==> config.mk <==
export PLATFORM = sky130hd
export DESIGN_NAME = spectrum_gradient_colormap
export DESIGN_NICKNAME = d
export VERILOG_FILES = /design/src/sv/sgc_pkg.sv /design/src/sv/spectrum_gradient_colormap.sv /design/src/sv/sgc_fifo.sv /design/src/sv/sgc_front.sv /design/src/sv/sgc_back.sv
export SDC_FILE = /design/constraint.sdc
export NUM_CORES = 2
export LEC_CHECK = 0
export ABC_AREA = 1
export BUFFER_PORTS_ARGS = -buffer_cell sky130_fd_sc_hd__clkbuf_2
export CORE_ASPECT_RATIO = 1.2
export CORE_UTILIZATION = 55
export DETAILED_ROUTE_END_ITERATION = 6
export PLACE_DENSITY_LB_ADDON = 0.3
export SETUP_SLACK_MARGIN = 0.15
export SLEW_MARGIN = 10
export SYNTH_ARGS = -nofsm -noshare
export SYNTH_HDL_FRONTEND = slang
export SYNTH_SLANG_ARGS = --single-unit
==> constraint.sdc <==
create_clock -name clk_i -period 20 [get_ports clk_i]
set_input_delay 4 -clock clk_i [delete_from_list [all_inputs] [get_ports clk_i]]
set_output_delay 4 -clock clk_i [all_outputs]
set_load 0.05 [all_outputs]
==> src/sv/sgc_pkg.sv <==
// shared types, constants and helpers of the spectrum gradient color map
`timescale 1ns / 1ps
`default_nettype none

package sgc_pkg;

  // defaults of the top level parameters
  localparam int unsigned MAX_STOPS  = 5;
  localparam int unsigned VALUE_BITS = 16;

  // depth of the queue between front and back end
  localparam int unsigned FIFO_DEPTH = 4;

  // fixed field widths
  localparam int unsigned CFG_W     = 64;
  localparam int unsigned CFG_IDX_W = 3;
  localparam int unsigned COUNT_W   = 17;
  localparam int unsigned LEVEL_W   = 16;
  localparam int unsigned WEIGHT_W  = 13;
  localparam int unsigned MIX_W     = 21;

  // Q0.12 one and rounding half
  localparam logic [WEIGHT_W-1:0] WEIGHT_ONE = 13'd4096;
  localparam logic [MIX_W-1:0]    ROUND_HALF = 21'd2048;

  // configuration register indexes
  typedef enum logic [CFG_IDX_W-1:0] {
    CFG_STOP_COUNT = 3'd0,
    CFG_BLOCK_SIZE = 3'd1,
    CFG_CHUNK_STEP = 3'd2,
    CFG_STOP_ZERO  = 3'd3,
    CFG_STOP_ONE   = 3'd4,
    CFG_STOP_TWO   = 3'd5,
    CFG_STOP_THREE = 3'd6,
    CFG_STOP_FOUR  = 3'd7
  } cfg_idx_e;

  // one gradient stop as packed in its register
  typedef struct packed {
    logic [7:0]         alpha;
    logic [7:0]         blue;
    logic [7:0]         green;
    logic [7:0]         red;
    logic [15:0]        inv_width;
    logic [LEVEL_W-1:0] level;
  } stop_t;

  // decimation settings seen by the front end
  typedef struct packed {
    logic [15:0] block_size;
    logic [15:0] chunk_step;
  } dec_cfg_t;

  // blend of two 8-bit channels by a Q0.12 weight, rounding half up
  function automatic logic [7:0] blend(input logic [7:0] lo_c, input logic [7:0] hi_c,
                                       input logic [WEIGHT_W-1:0] w);
    logic [MIX_W-1:0] mix;
    mix = MIX_W'(hi_c) * MIX_W'(w) + MIX_W'(lo_c) * MIX_W'(WEIGHT_ONE - w) + ROUND_HALF;
    return mix[19:12];
  endfunction

endpackage

`default_nettype wire

==> src/sv/spectrum_gradient_colormap.sv <==
// top level of the spectrum gradient color map: config registers and the two ends
// A bin is accepted in every cycle in which the front queue is not full; bins of a
// skipped chunk are dropped in that same cycle. Emitted bins go through a four-entry
// queue and a three-stage back end (clamp and stop search, weight multiply, channel
// blend), so an accepted bin is written into the queue and then registered in each
// stage before its pixel is on the result ports, and pixels leave at one per cycle
// while pop keeps up. Each stage takes a new bin as its last one moves on, which sets
// this one-per-cycle figure; with pop held low, seven emitted bins fit before full
// rises. Configuration may be written only while no emitted bin is still in flight.
`timescale 1ns / 1ps
`default_nettype none

module spectrum_gradient_colormap #(
  parameter int unsigned MaxStops  = sgc_pkg::MAX_STOPS,
  parameter int unsigned ValueBits = sgc_pkg::VALUE_BITS
) (
  input  logic                          clk_i,
  input  logic                          rst_ni,
  input  logic                          push,
  output logic                          full,
  input  logic signed [ValueBits-1:0]   bin_value_i,
  input  logic                          chunk_last_i,
  output logic                          empty,
  input  logic                          pop,
  output logic [7:0]                    red_o,
  output logic [7:0]                    green_o,
  output logic [7:0]                    blue_o,
  output logic [7:0]                    alpha_o,
  output logic                          strip_end_o,
  input  logic                          cfg_we_i,
  input  logic [sgc_pkg::CFG_IDX_W-1:0] cfg_addr_i,
  input  logic [sgc_pkg::CFG_W-1:0]     cfg_wdata_i
);

  import sgc_pkg::*;

  logic [2:0]         stop_count_q;
  dec_cfg_t           dec_cfg_q;
  stop_t              stops_q [MaxStops];

  logic               fifo_push, fifo_full, fifo_valid, fifo_pop;
  logic [ValueBits:0] fifo_wdata, fifo_rdata;

  // scalar configuration registers
  always_ff @(posedge clk_i or negedge rst_ni) begin
    if (!rst_ni) begin
      stop_count_q         <= 3'd2;
      dec_cfg_q.block_size <= 16'd1;
      dec_cfg_q.chunk_step <= 16'd1;
    end else if (cfg_we_i) begin
      unique case (cfg_idx_e'(cfg_addr_i))
        CFG_STOP_COUNT: stop_count_q         <= cfg_wdata_i[2:0];
        CFG_BLOCK_SIZE: dec_cfg_q.block_size <= cfg_wdata_i[15:0];
        CFG_CHUNK_STEP: dec_cfg_q.chunk_step <= cfg_wdata_i[15:0];
        default: ;
      endcase
    end
  end

  // stop registers; indexes past the stops built in are dropped
  always_ff @(posedge clk_i or negedge rst_ni) begin
    if (!rst_ni) begin
      for (int k = 0; k < MaxStops; k++) begin
        stops_q[k] <= '0;
      end
    end else begin
      for (int k = 0; k < MaxStops; k++) begin
        if (cfg_we_i && (cfg_addr_i == CFG_IDX_W'(CFG_STOP_ZERO) + CFG_IDX_W'(k))) begin
          stops_q[k] <= cfg_wdata_i;
        end
      end
    end
  end

  sgc_front #(
    .ValueBits (ValueBits)
  ) u_front (
    .clk_i        (clk_i),
    .rst_ni       (rst_ni),
    .push_i       (push),
    .full_o       (full),
    .bin_value_i  (bin_value_i),
    .chunk_last_i (chunk_last_i),
    .dec_cfg_i    (dec_cfg_q),
    .fifo_full_i  (fifo_full),
    .fifo_push_o  (fifo_push),
    .fifo_data_o  (fifo_wdata)
  );

  sgc_fifo #(
    .Width (ValueBits + 1),
    .Depth (FIFO_DEPTH)
  ) u_fifo (
    .clk_i   (clk_i),
    .rst_ni  (rst_ni),
    .push_i  (fifo_push),
    .data_i  (fifo_wdata),
    .full_o  (fifo_full),
    .valid_o (fifo_valid),
    .data_o  (fifo_rdata),
    .pop_i   (fifo_pop)
  );

  sgc_back #(
    .MaxStops  (MaxStops),
    .ValueBits (ValueBits)
  ) u_back (
    .clk_i        (clk_i),
    .rst_ni       (rst_ni),
    .fifo_valid_i (fifo_valid),
    .fifo_data_i  (fifo_rdata),
    .fifo_pop_o   (fifo_pop),
    .stop_count_i (stop_count_q),
    .stops_i      (stops_q),
    .empty_o      (empty),
    .pop_i        (pop),
    .red_o        (red_o),
    .green_o      (green_o),
    .blue_o       (blue_o),
    .alpha_o      (alpha_o),
    .strip_end_o  (strip_end_o)
  );

endmodule

`default_nettype wire

==> src/sv/sgc_fifo.sv <==
// small register queue between the front and the back end
`timescale 1ns / 1ps
`default_nettype none

module sgc_fifo #(
  parameter int unsigned Width = 17,
  parameter int unsigned Depth = 4
) (
  input  logic             clk_i,
  input  logic             rst_ni,
  input  logic             push_i,
  input  logic [Width-1:0] data_i,
  output logic             full_o,
  output logic             valid_o,
  output logic [Width-1:0] data_o,
  input  logic             pop_i
);

  localparam int unsigned PtrW = (Depth > 1) ? $clog2(Depth) : 1;
  localparam int unsigned CntW = $clog2(Depth + 1);

  logic [Width-1:0] mem_q [Depth];
  logic [PtrW-1:0]  wr_ptr_q, wr_ptr_d;
  logic [PtrW-1:0]  rd_ptr_q, rd_ptr_d;
  logic [CntW-1:0]  count_q, count_d;
  logic             do_push, do_pop;

  assign full_o  = (count_q == CntW'(Depth));
  assign valid_o = (count_q != '0);
  assign data_o  = mem_q[rd_ptr_q];
  assign do_push = push_i && !full_o;
  assign do_pop  = pop_i && valid_o;

  // pointer and fill count update
  always_comb begin
    wr_ptr_d = wr_ptr_q;
    rd_ptr_d = rd_ptr_q;
    count_d  = count_q;
    if (do_push) begin
      wr_ptr_d = (wr_ptr_q == PtrW'(Depth - 1)) ? '0 : wr_ptr_q + 1'b1;
    end
    if (do_pop) begin
      rd_ptr_d = (rd_ptr_q == PtrW'(Depth - 1)) ? '0 : rd_ptr_q + 1'b1;
    end
    if (do_push && !do_pop) begin
      count_d = count_q + 1'b1;
    end else if (do_pop && !do_push) begin
      count_d = count_q - 1'b1;
    end
  end

  always_ff @(posedge clk_i or negedge rst_ni) begin
    if (!rst_ni) begin
      wr_ptr_q <= '0;
      rd_ptr_q <= '0;
      count_q  <= '0;
    end else begin
      wr_ptr_q <= wr_ptr_d;
      rd_ptr_q <= rd_ptr_d;
      count_q  <= count_d;
    end
  end

  // storage
  always_ff @(posedge clk_i) begin
    if (do_push) begin
      mem_q[wr_ptr_q] <= data_i;
    end
  end

endmodule

`default_nettype wire

==> src/sv/sgc_front.sv <==
// front end: takes bins, runs the decimation counter, queues emitted bins
`timescale 1ns / 1ps
`default_nettype none

module sgc_front #(
  parameter int unsigned ValueBits = sgc_pkg::VALUE_BITS
) (
  input  logic                        clk_i,
  input  logic                        rst_ni,
  input  logic                        push_i,
  output logic                        full_o,
  input  logic signed [ValueBits-1:0] bin_value_i,
  input  logic                        chunk_last_i,
  input  sgc_pkg::dec_cfg_t           dec_cfg_i,
  input  logic                        fifo_full_i,
  output logic                        fifo_push_o,
  output logic [ValueBits:0]          fifo_data_o
);

  import sgc_pkg::*;

  logic [COUNT_W-1:0] count_q, count_d;
  logic               emit_q, emit_d;
  logic               start_q, start_d;
  logic               accept;
  logic [COUNT_W:0]   sum;
  logic [COUNT_W-1:0] sat;
  logic               pass;

  assign full_o  = fifo_full_i;
  assign accept  = push_i && !fifo_full_i;

  // counter plus chunk step, saturated, against the threshold
  assign sum  = {1'b0, count_q} + (COUNT_W + 1)'(dec_cfg_i.chunk_step);
  assign sat  = sum[COUNT_W] ? '1 : sum[COUNT_W-1:0];
  assign pass = (sat >= COUNT_W'(dec_cfg_i.block_size));

  // chunk state update on each accepted bin
  always_comb begin
    count_d = count_q;
    emit_d  = emit_q;
    start_d = start_q;
    if (accept) begin
      start_d = chunk_last_i;
      if (start_q) begin
        emit_d  = pass;
        count_d = pass ? sat - COUNT_W'(dec_cfg_i.block_size) : sat;
      end
    end
  end

  assign fifo_push_o = accept && (start_q ? pass : emit_q);
  assign fifo_data_o = {chunk_last_i, bin_value_i};

  always_ff @(posedge clk_i or negedge rst_ni) begin
    if (!rst_ni) begin
      count_q <= '0;
      emit_q  <= 1'b0;
      start_q <= 1'b1;
    end else begin
      count_q <= count_d;
      emit_q  <= emit_d;
      start_q <= start_d;
    end
  end

endmodule

`default_nettype wire

==> src/sv/sgc_back.sv <==
// back end: clamp and stop search, weight multiply, channel blend
`timescale 1ns / 1ps
`default_nettype none

module sgc_back #(
  parameter int unsigned MaxStops  = sgc_pkg::MAX_STOPS,
  parameter int unsigned ValueBits = sgc_pkg::VALUE_BITS
) (
  input  logic                clk_i,
  input  logic                rst_ni,
  input  logic                fifo_valid_i,
  input  logic [ValueBits:0]  fifo_data_i,
  output logic                fifo_pop_o,
  input  logic [2:0]          stop_count_i,
  input  sgc_pkg::stop_t      stops_i [MaxStops],
  output logic                empty_o,
  input  logic                pop_i,
  output logic [7:0]          red_o,
  output logic [7:0]          green_o,
  output logic [7:0]          blue_o,
  output logic [7:0]          alpha_o,
  output logic                strip_end_o
);

  import sgc_pkg::*;

  localparam int unsigned StopIdxW = (MaxStops > 1) ? $clog2(MaxStops) : 1;
  localparam int unsigned CmpW     = (ValueBits > LEVEL_W) ? ValueBits : LEVEL_W;

  // stage handshakes
  logic out_ready, s2_ready, s1_ready;

  // stage 1 signals
  logic [2:0]                n_eff;
  logic [StopIdxW-1:0]       last_idx;
  logic signed [ValueBits-1:0] in_val;
  logic                      in_last;
  logic signed [CmpW-1:0]    vx, lvl_first, lvl_last, cl;
  logic signed [LEVEL_W-1:0] val_c, lvl_lo;
  logic [StopIdxW-1:0]       lo_sel;
  logic                      found;
  logic signed [LEVEL_W:0]   diff;

  logic                      s1_valid_q;
  logic [StopIdxW-1:0]       s1_lo_q;
  logic signed [LEVEL_W:0]   s1_diff_q;
  logic                      s1_last_q;

  // stage 2 signals
  logic signed [2*LEVEL_W+1:0] prod;
  logic [2*LEVEL_W-7:0]        q_w;
  logic [WEIGHT_W-1:0]         weight;

  logic                s2_valid_q;
  logic [StopIdxW-1:0] s2_lo_q;
  logic [WEIGHT_W-1:0] s2_w_q;
  logic                s2_last_q;

  // stage 3 signals
  stop_t lo_stop, hi_stop;

  logic       out_valid_q;
  logic [7:0] red_q, green_q, blue_q, alpha_q;
  logic       strip_q;

  // ready chain from the result side back to the queue
  assign out_ready  = !out_valid_q || pop_i;
  assign s2_ready   = !s2_valid_q || out_ready;
  assign s1_ready   = !s1_valid_q || s2_ready;
  assign fifo_pop_o = fifo_valid_i && s1_ready;

  // number of stops in use, held to two up to the stop count built in
  always_comb begin
    n_eff = stop_count_i;
    if (n_eff < 3'd2) begin
      n_eff = 3'd2;
    end
    if (n_eff > 3'(MaxStops)) begin
      n_eff = 3'(MaxStops);
    end
  end
  assign last_idx = StopIdxW'(n_eff - 3'd1);

  // clamp to the first and last stop levels
  assign in_val    = fifo_data_i[ValueBits-1:0];
  assign in_last   = fifo_data_i[ValueBits];
  assign vx        = CmpW'(in_val);
  assign lvl_first = CmpW'($signed(stops_i[0].level));
  assign lvl_last  = CmpW'($signed(stops_i[last_idx].level));

  always_comb begin
    cl = vx;
    if (cl < lvl_first) begin
      cl = lvl_first;
    end
    if (cl > lvl_last) begin
      cl = lvl_last;
    end
  end
  assign val_c = cl[LEVEL_W-1:0];

  // first stop at or above the value; stop 0 is the fallback lower stop
  always_comb begin
    lo_sel = '0;
    found  = 1'b0;
    for (int j = 1; j < MaxStops; j++) begin
      if (!found && (StopIdxW'(j) <= last_idx) &&
          (val_c <= $signed(stops_i[j].level))) begin
        lo_sel = StopIdxW'(j - 1);
        found  = 1'b1;
      end
    end
  end

  assign lvl_lo = stops_i[lo_sel].level;
  assign diff   = {val_c[LEVEL_W-1], val_c} - {lvl_lo[LEVEL_W-1], lvl_lo};

  // weight from distance times inverse width, saturated to 0..one
  assign prod = s1_diff_q * $signed({1'b0, stops_i[s1_lo_q].inv_width});
  assign q_w  = prod[2*LEVEL_W+1:8];

  always_comb begin
    if (prod <= 0) begin
      weight = '0;
    end else if (q_w > (2*LEVEL_W-6)'(WEIGHT_ONE)) begin
      weight = WEIGHT_ONE;
    end else begin
      weight = q_w[WEIGHT_W-1:0];
    end
  end

  // the two stops around the value
  assign lo_stop = stops_i[s2_lo_q];
  assign hi_stop = stops_i[StopIdxW'(s2_lo_q + 1'b1)];

  // stage valid bits
  always_ff @(posedge clk_i or negedge rst_ni) begin
    if (!rst_ni) begin
      s1_valid_q  <= 1'b0;
      s2_valid_q  <= 1'b0;
      out_valid_q <= 1'b0;
    end else begin
      if (s1_ready) begin
        s1_valid_q <= fifo_valid_i;
      end
      if (s2_ready) begin
        s2_valid_q <= s1_valid_q;
      end
      if (out_ready) begin
        out_valid_q <= s2_valid_q;
      end
    end
  end

  // stage payloads
  always_ff @(posedge clk_i) begin
    if (fifo_pop_o) begin
      s1_lo_q   <= lo_sel;
      s1_diff_q <= diff;
      s1_last_q <= in_last;
    end
    if (s2_ready && s1_valid_q) begin
      s2_lo_q   <= s1_lo_q;
      s2_w_q    <= weight;
      s2_last_q <= s1_last_q;
    end
    if (out_ready && s2_valid_q) begin
      red_q   <= blend(lo_stop.red,   hi_stop.red,   s2_w_q);
      green_q <= blend(lo_stop.green, hi_stop.green, s2_w_q);
      blue_q  <= blend(lo_stop.blue,  hi_stop.blue,  s2_w_q);
      alpha_q <= blend(lo_stop.alpha, hi_stop.alpha, s2_w_q);
      strip_q <= s2_last_q;
    end
  end

  assign empty_o     = !out_valid_q;
  assign red_o       = red_q;
  assign green_o     = green_q;
  assign blue_o      = blue_q;
  assign alpha_o     = alpha_q;
  assign strip_end_o = strip_q;

endmodule

`default_nettype wire

* After elaboration in Yosys (flattened, before gate mapping)
Memories as Yosys holds them, arrays and structs flattened. Index checks and enable logic that the tools add are counted.
Word-level totals: register bits after elaboration 455, memory bits (writable) 68, bits of input ports 89, output and inout bits 35, word-level logic and storage cells 193, memories kept 1
Operators by class: add/sub/neg operators 18, $mul 9, order comparisons 20, eq/ne operators 10, multiplexer cells 35, bitwise gates (word level) 5, reductions and logical operators 41
Memories:
- u_fifo.mem_q | depth 4, bits a word 17, rd ports 1, clocked after Yosys merged registers in 0, write ports 1, RTL line sgc_fifo.sv:22 | logic [Width-1:0] mem_q [Depth];
Operators by type and width (count):
- binary-select mux 64 bit (select 3 bit) | 5
- 2-to-1 mux 64 bit | 4
- 2-to-1 mux 16 bit | 6
- multiplier 8 x 21 -> 20 bit | 4
- adder 20 x 12 -> 20 bit, second input constant | 4
- adder 20 bit | 4
- multiplier 8 x 13 -> 20 bit | 4
- <= comparator 16 bit | 4
- 2-to-1 mux 32 bit | 2
- <= comparator 34 x 1 -> 1 bit, second input constant | 1
- multiplier 17 x 17 -> 34 bit | 1
- 2-to-1 mux 17 bit | 2
- greater-than comparator 26 x 13 -> 1 bit, second input constant | 1
- logical AND 1 bit | 21
- greater-or-equal comparator 4 bit, second input constant | 5
- adder 17 x 16 -> 18 bit | 1
- greater-or-equal comparator 17 x 16 -> 1 bit | 1
- subtractor 16 x 16 -> 17 bit | 1
- subtractor 17 x 16 -> 17 bit | 1
- greater-than comparator 16 bit | 1
- less-than comparator 16 bit | 1
- NOT 3 -> 4 bit | 4
- == test 3 bit, second input constant | 5
- subtractor 13 x 13 -> 14 bit, first input constant | 1
- other kinds (23) | 54

* Depth between registers and ports, before layout
depth after elaboration 31, mapped depth 59, gate-level depth less buffers 56

* Hierarchy
Synthesis repeated with hierarchy kept, for this count alone.
Second synthesis, totals: cell total of the unflattened synthesis 8844, area total of the unflattened synthesis 69100.0 sq um
Modules (own cells, without submodules):
- sgc_back | times used 1, cells an instance 6554, area each 49309.8 sq um, seq. area each 2147.1 sq um
- spectrum_gradient_colormap | times used 1, cells an instance 1526, area each 13492.9 sq um, seq. area each 8887.3 sq um
- sgc_fifo | times used 1, cells an instance 258, area each 3214.3 sq um, seq. area each 2217.1 sq um
- sgc_front | times used 1, cells an instance 506, area each 3083.0 sq um, seq. area each 476.7 sq um

* Least setup slack after synthesis
No wires, ideal clock.
path kind reg-to-reg, from reg u_fifo.rd_ptr_q[0], to reg u_back.s1_diff_q[14], data pin, library setup time 0.270 ns, arrival time 7.777 ns, data required time 19.730 ns, setup slack 11.953 ns, cell stages (with the launch flop) 52, path buffers 5, period minus slack after synthesis 8.047 ns, cells stage by stage dfrtp_1 -> buf_4 -> inv_4 -> clkbuf_1 -> nand2_1 -> a32oi_1 -> ha_1 -> nand2_1 -> inv_1 -> a221oi_1 -> o21ai_0 -> a31oi_1 -> nand3_1 -> nand2_1 -> buf_2 -> nand2_1 -> and2_1 -> ha_1 -> [16 not listed] -> nand3_1 -> a21oi_1 -> o21ai_2 -> inv_2 -> buf_4 -> nand3_1 -> nand2_1 -> ha_1 -> inv_1 -> fa_1 -> nand3_1 -> nand2_1 -> a21oi_1 -> o21ai_0 -> a21boi_0 -> o21ai_0 -> a21boi_0 -> xor2_1
On the way: cells in the longest elaborated chain, start to end 25, elaborated cells on any way between the ends 30, those cells by class add/sub: 1; order compare: 6; mux: 11; bitwise: 1; reduce/logical: 10; memory: 1
RTL lines:
- from (decl) | RTL line sgc_fifo.sv:24 | logic [PtrW-1:0] rd_ptr_q, rd_ptr_d;
- from (signal assigned) | RTL line sgc_fifo.sv:59 | rd_ptr_q <= rd_ptr_d;
- memory read (4 x 17 bit) *
- less-than comparator 16 bit | RTL line sgc_back.sv:93 | if (cl < lvl_first) begin
- 2-to-1 mux 16 bit * | RTL line sgc_back.sv:93
- greater-than comparator 16 bit | RTL line sgc_back.sv:96 | if (cl > lvl_last) begin
- 2-to-1 mux 16 bit * | RTL line sgc_back.sv:96
- <= comparator 16 bit | RTL line sgc_back.sv:108 | (val_c <= $signed(stops_i[j].level))) begin
- logical AND 1 bit | RTL line sgc_back.sv:107 | if (!found && (StopIdxW'(j) <= last_idx) &&
- 2-to-1 mux 1 bit | RTL line sgc_back.sv:107
- [9 not listed]
- logical AND 1 bit (2 in a row) | RTL line sgc_back.sv:107
- 2-to-1 mux 2 bit * | RTL line sgc_back.sv:107
- via u_back.lo_sel[1] | RTL line sgc_back.sv:40 | logic [StopIdxW-1:0] lo_sel;
- NOT 2 -> 4 bit (not written as such) * | RTL line sgc_back.sv:115 | assign lvl_lo = stops_i[lo_sel].level;
- binary-select mux 64 bit (select 3 bit) * | RTL line sgc_back.sv:115
- 2-to-1 mux 16 bit (not written as such) * (2 in a row) | RTL line sgc_back.sv:115
- subtractor 16 x 16 -> 17 bit * | RTL line sgc_back.sv:116 | assign diff = {val_c[LEVEL_W-1], val_c} - {lvl_lo[LEVEL_W-1], lvl_lo};
- via u_back.diff[14] | RTL line sgc_back.sv:42 | logic signed [LEVEL_W:0] diff;
- to (signal assigned) | RTL line sgc_back.sv:159 | s1_diff_q <= diff;
- to (decl) | RTL line sgc_back.sv:46 | logic signed [LEVEL_W:0] s1_diff_q;
Mark *: on every way through the listed nets, which the timed path passes. The rest lies on a longest branch. The select of a mux whose other input is x is not followed. A chain may end at the register's enable or synchronous reset.

* Worst setup path after layout
from reg u_fifo.rd_ptr_q[0], to reg u_back.s1_diff_q[16], data pin
On the way: cells in the longest elaborated chain, start to end 25, elaborated cells on any way between the ends 30, those cells by class add/sub: 1; order compare: 6; mux: 11; bitwise: 1; reduce/logical: 10; memory: 1
RTL lines (RTL line):
- memory read (4 x 17 bit) *
- less-than comparator 16 bit | sgc_back.sv:93
- 2-to-1 mux 16 bit * | sgc_back.sv:93
- greater-than comparator 16 bit | sgc_back.sv:96
- 2-to-1 mux 16 bit * | sgc_back.sv:96
- <= comparator 16 bit | sgc_back.sv:108
- logical AND 1 bit | sgc_back.sv:107
- 2-to-1 mux 1 bit | sgc_back.sv:107
- [8 not listed]
- zero test 1 bit | sgc_back.sv:107
- logical AND 1 bit (2 in a row) | sgc_back.sv:107
- 2-to-1 mux 2 bit | sgc_back.sv:107
- NOT 2 -> 4 bit (not written as such) | sgc_back.sv:115
- binary-select mux 64 bit (select 3 bit) | sgc_back.sv:115
- 2-to-1 mux 16 bit (not written as such) (2 in a row) | sgc_back.sv:115
- subtractor 16 x 16 -> 17 bit * | sgc_back.sv:116
- via u_back.diff[16] | sgc_back.sv:42
Marks and branches as above.

==> run metrics <==
status=finished clean; Hold Crit Class=reg2reg; die width=roughly 320 µm; Starting Density=55.4%; Synth cell types=63; 1st-iter DRT viols=about 4,000; I/O pins=between 100 and 150; TritonCTS Buffers=between 50 and 60; final WL=between 150 and 200 mm; max incr delay on CP=roughly 1.2 ns; I/O Buffers=between 100 and 150; Crit path top cell by count=nand2_1; CTS tree=built; Layout Utilization=between 50% and 60%; Critical Path Start Type=register; CP arrival=~12 ns; cell count after synthesis=between 8,000 and 9,000; clk buf depth=3; Rows=~140; FMAX=approximately 0.086 GHz; post-cts sizing count=0; Tmin final=approximately 12 ns; Chip Height=roughly 380 µm; CTS root buffer=clkbuf_16; Avg WL per Cell=between 20 and 25 µm; final setup fails=0; Yosys reg bits=505; total global routing overflow=0; Max-Cap Viols=0; residual DRC count=0; Syn Area/Cell=a little over 8 µm²; mapped cell area=between 0.06 and 0.07 mm²; clock transition at the registers of the reported paths=around 0.070 ns; worst path required time=about 20 ns; CP endpoint kind=register; Place WS=8.48 ns; Setup WS post-layout=between 8 and 9 ns; setup bufs post-CTS=0; area post-placement=0.0678 mm²; skew final=0.0548 ns; # clock sinks=around 500; via count=approximately 54,000; largest fanout on the critical path=37; Mapped Nets=between 9,000 and 10,000; Final Net Count=a little under 10,000; Slew Limit Headroom=13.1%; Hold Vio Cnt, Final=0; setup TNS=0 ns; worst slew pin tran=about 1.3 ns; Skew-Pair Late Insertion Delay=0.69 ns; Top FF cell, synth=dfrtp_1; total track usage=between 30 and 40%; Async SR Flop Fraction=72.9%; Antenna Nets Post-Route=0; fin. max-slew vios=0; largest net degree at the start of global routing=roughly 190; critical path type=reg2reg; Vias/cell=5.62; fraction of layout cells with a size suffix above 1=under 10%; Syn-to-layout area delta=5.43%; Core Area=between 0.1 and 0.15 mm²; DPL Wire Length=152 mm; final worst-path cycle share=58.5%; fin area=between 0.06 and 0.07 mm²; DR pass1 iterations=6; Yosys warning count=0; initial antenna violation count=3; H-Tree Depth=2; full die area=between 0.1 and 0.15 mm²; post-synthesis sequential area ratio=around a fifth; vias in the first global route=around 57,000; GPL Wtd Cong=0.965; cts hold-fix bufs=0; RSZ-0062 raised after global routing=false; slowest stage cell, crit path=dfrtp_1; number of synthesized flops with an enable pin=137; first-pass GRT wire length=311 mm
worst paths after layout:
| kind | startpoint | endpoint | slack, ns | depth (start not counted) |
|---|---|---|---|---|
| min in group asynchronous | rst_ni | stops_q[280] | 3.44 | 1 |
| min reg2reg | u_back.s2_last_q | u_back.strip_end_o | 0.45 | 0 |
| min | u_back.s2_last_q | u_back.strip_end_o | 0.45 | 0 |
| max | u_fifo.rd_ptr_q[0] | u_back.s1_diff_q[16] | 8.31 | 48 |
| max in group asynchronous | rst_ni | stops_q[32] | 14.24 | 3 |
| max reg2reg | u_fifo.rd_ptr_q[0] | u_back.s1_diff_q[16] | 8.31 | 48 |
worst max-delay path, delay by kind of cell, from the launching register on:
kind            cells  cell delay (ns)
simple gates       26             5.21
compound gates     12             2.40
fa+ha+maj           5             1.49
flops               1             1.21
buf+inv             5             1.03
metrics by stage:
stage	hold WS, ns	instances
5_1_grt	0.455	9686
2_1_floorplan	0.400	8175
3_5_place_dp	0.416	9585
4_1_cts	0.445	9686
6_report	0.448	9689
3_3_place_gp	0.417	9585
sequential cells by signal, indices dropped and copies added, names as in the netlist, 13 cells and up:
name and cells:
u_back.s1_diff_q 17, stops_q 304, u_back.s2_w_q 13, dec_cfg_q 32, u_fifo.mem_q 68, u_front.count_q 17
cells in the final DEF (no fill, tap or decap), drive strengths merged, types with 12 or more instances in the layout:
cell,netlist,layout
o21ai,464,464
ha,498,498
o22ai,19,19
buf,110,59
a21oi,315,315
clkbuf,212,199
inv,1592,1596
a32oi,27,27
edfxtp,137,137
xor2,67,67
clkinv,18,33
nand3,317,317
or2,31,31
fa,999,999
nor2,779,779
dfrtp,364,364
nand4,52,52
o211ai,19,19
xnor2,54,54
nand3b,14,14
a221o,12,12
nor3,26,26
and2,21,21
nand2,1948,1948
o21bai,12,12
final cells by class:
type | instances | area, µm²
Antenna cell | 3 | 7.51
Multi-Input combinational cell | 5738 | 45500
Fill cell | 10761 | 49700
Inverter | 1610 | 6050
Sequential cell | 505 | 13300
Clock buffer | 77 | 1630
Timing Repair Buffer | 181 | 1070
Tap cell | 1551 | 1940
Clock inverter | 24 | 273
per-layer routing:
metal,vias up,routed length [µm],track usage [%]
met5,-,0,0
met4,0,13400,19.3
met3,687,14800,5.30
met2,2207,97500,58.2
met1,26775,71300,38.2
li1,24799,-,-
cell usage after synthesis (8+ instances only):
cell      count  share of area, %
buf_4        17              0.19
nor2_1      754               4.3
nand3_1     311               2.4
o211ai_1     19              0.22
ha_1        498               9.4
o21ai_0     446               3.4
inv_2        20              0.11
a32oi_1      22              0.29
nand4_1      50              0.47
o21ai_1      15              0.11
nand2_2      23              0.22
buf_1        16             0.091
fa_1        999                30
nand3b_1     14              0.16
dfrtp_1     364                14
buf_2        72              0.54
o21bai_1     12              0.14
nor3_1       24              0.18
a32o_1        8              0.12
a31oi_1      10             0.095
xnor2_1      54              0.71
a21oi_1     309               2.3
xor2_1       67              0.89
edfxtp_1    137               6.2
o22ai_1      19              0.18
nor2_2       24              0.23
nand2_1    1924                11
inv_1      1571               8.9
clkinv_1     18              0.10
a221o_1      12              0.18
clkbuf_1    212               1.2
or2_2        27              0.26
and2_1       20              0.19
a21o_1       11              0.12
logic make-up after synthesis:
logic type	after synthesis	synth area share (%)
fa+ha+maj	1497	39.6
buf+inv	1932	11.3
flops	505	20.1
compound gates	922	7.74
xor+xnor	121	1.60
simple gates	3198	19.6
Power is left out: the tool's default activity adds up to more than one toggle a clock period on the data nets, which glitch-free logic cannot reach.
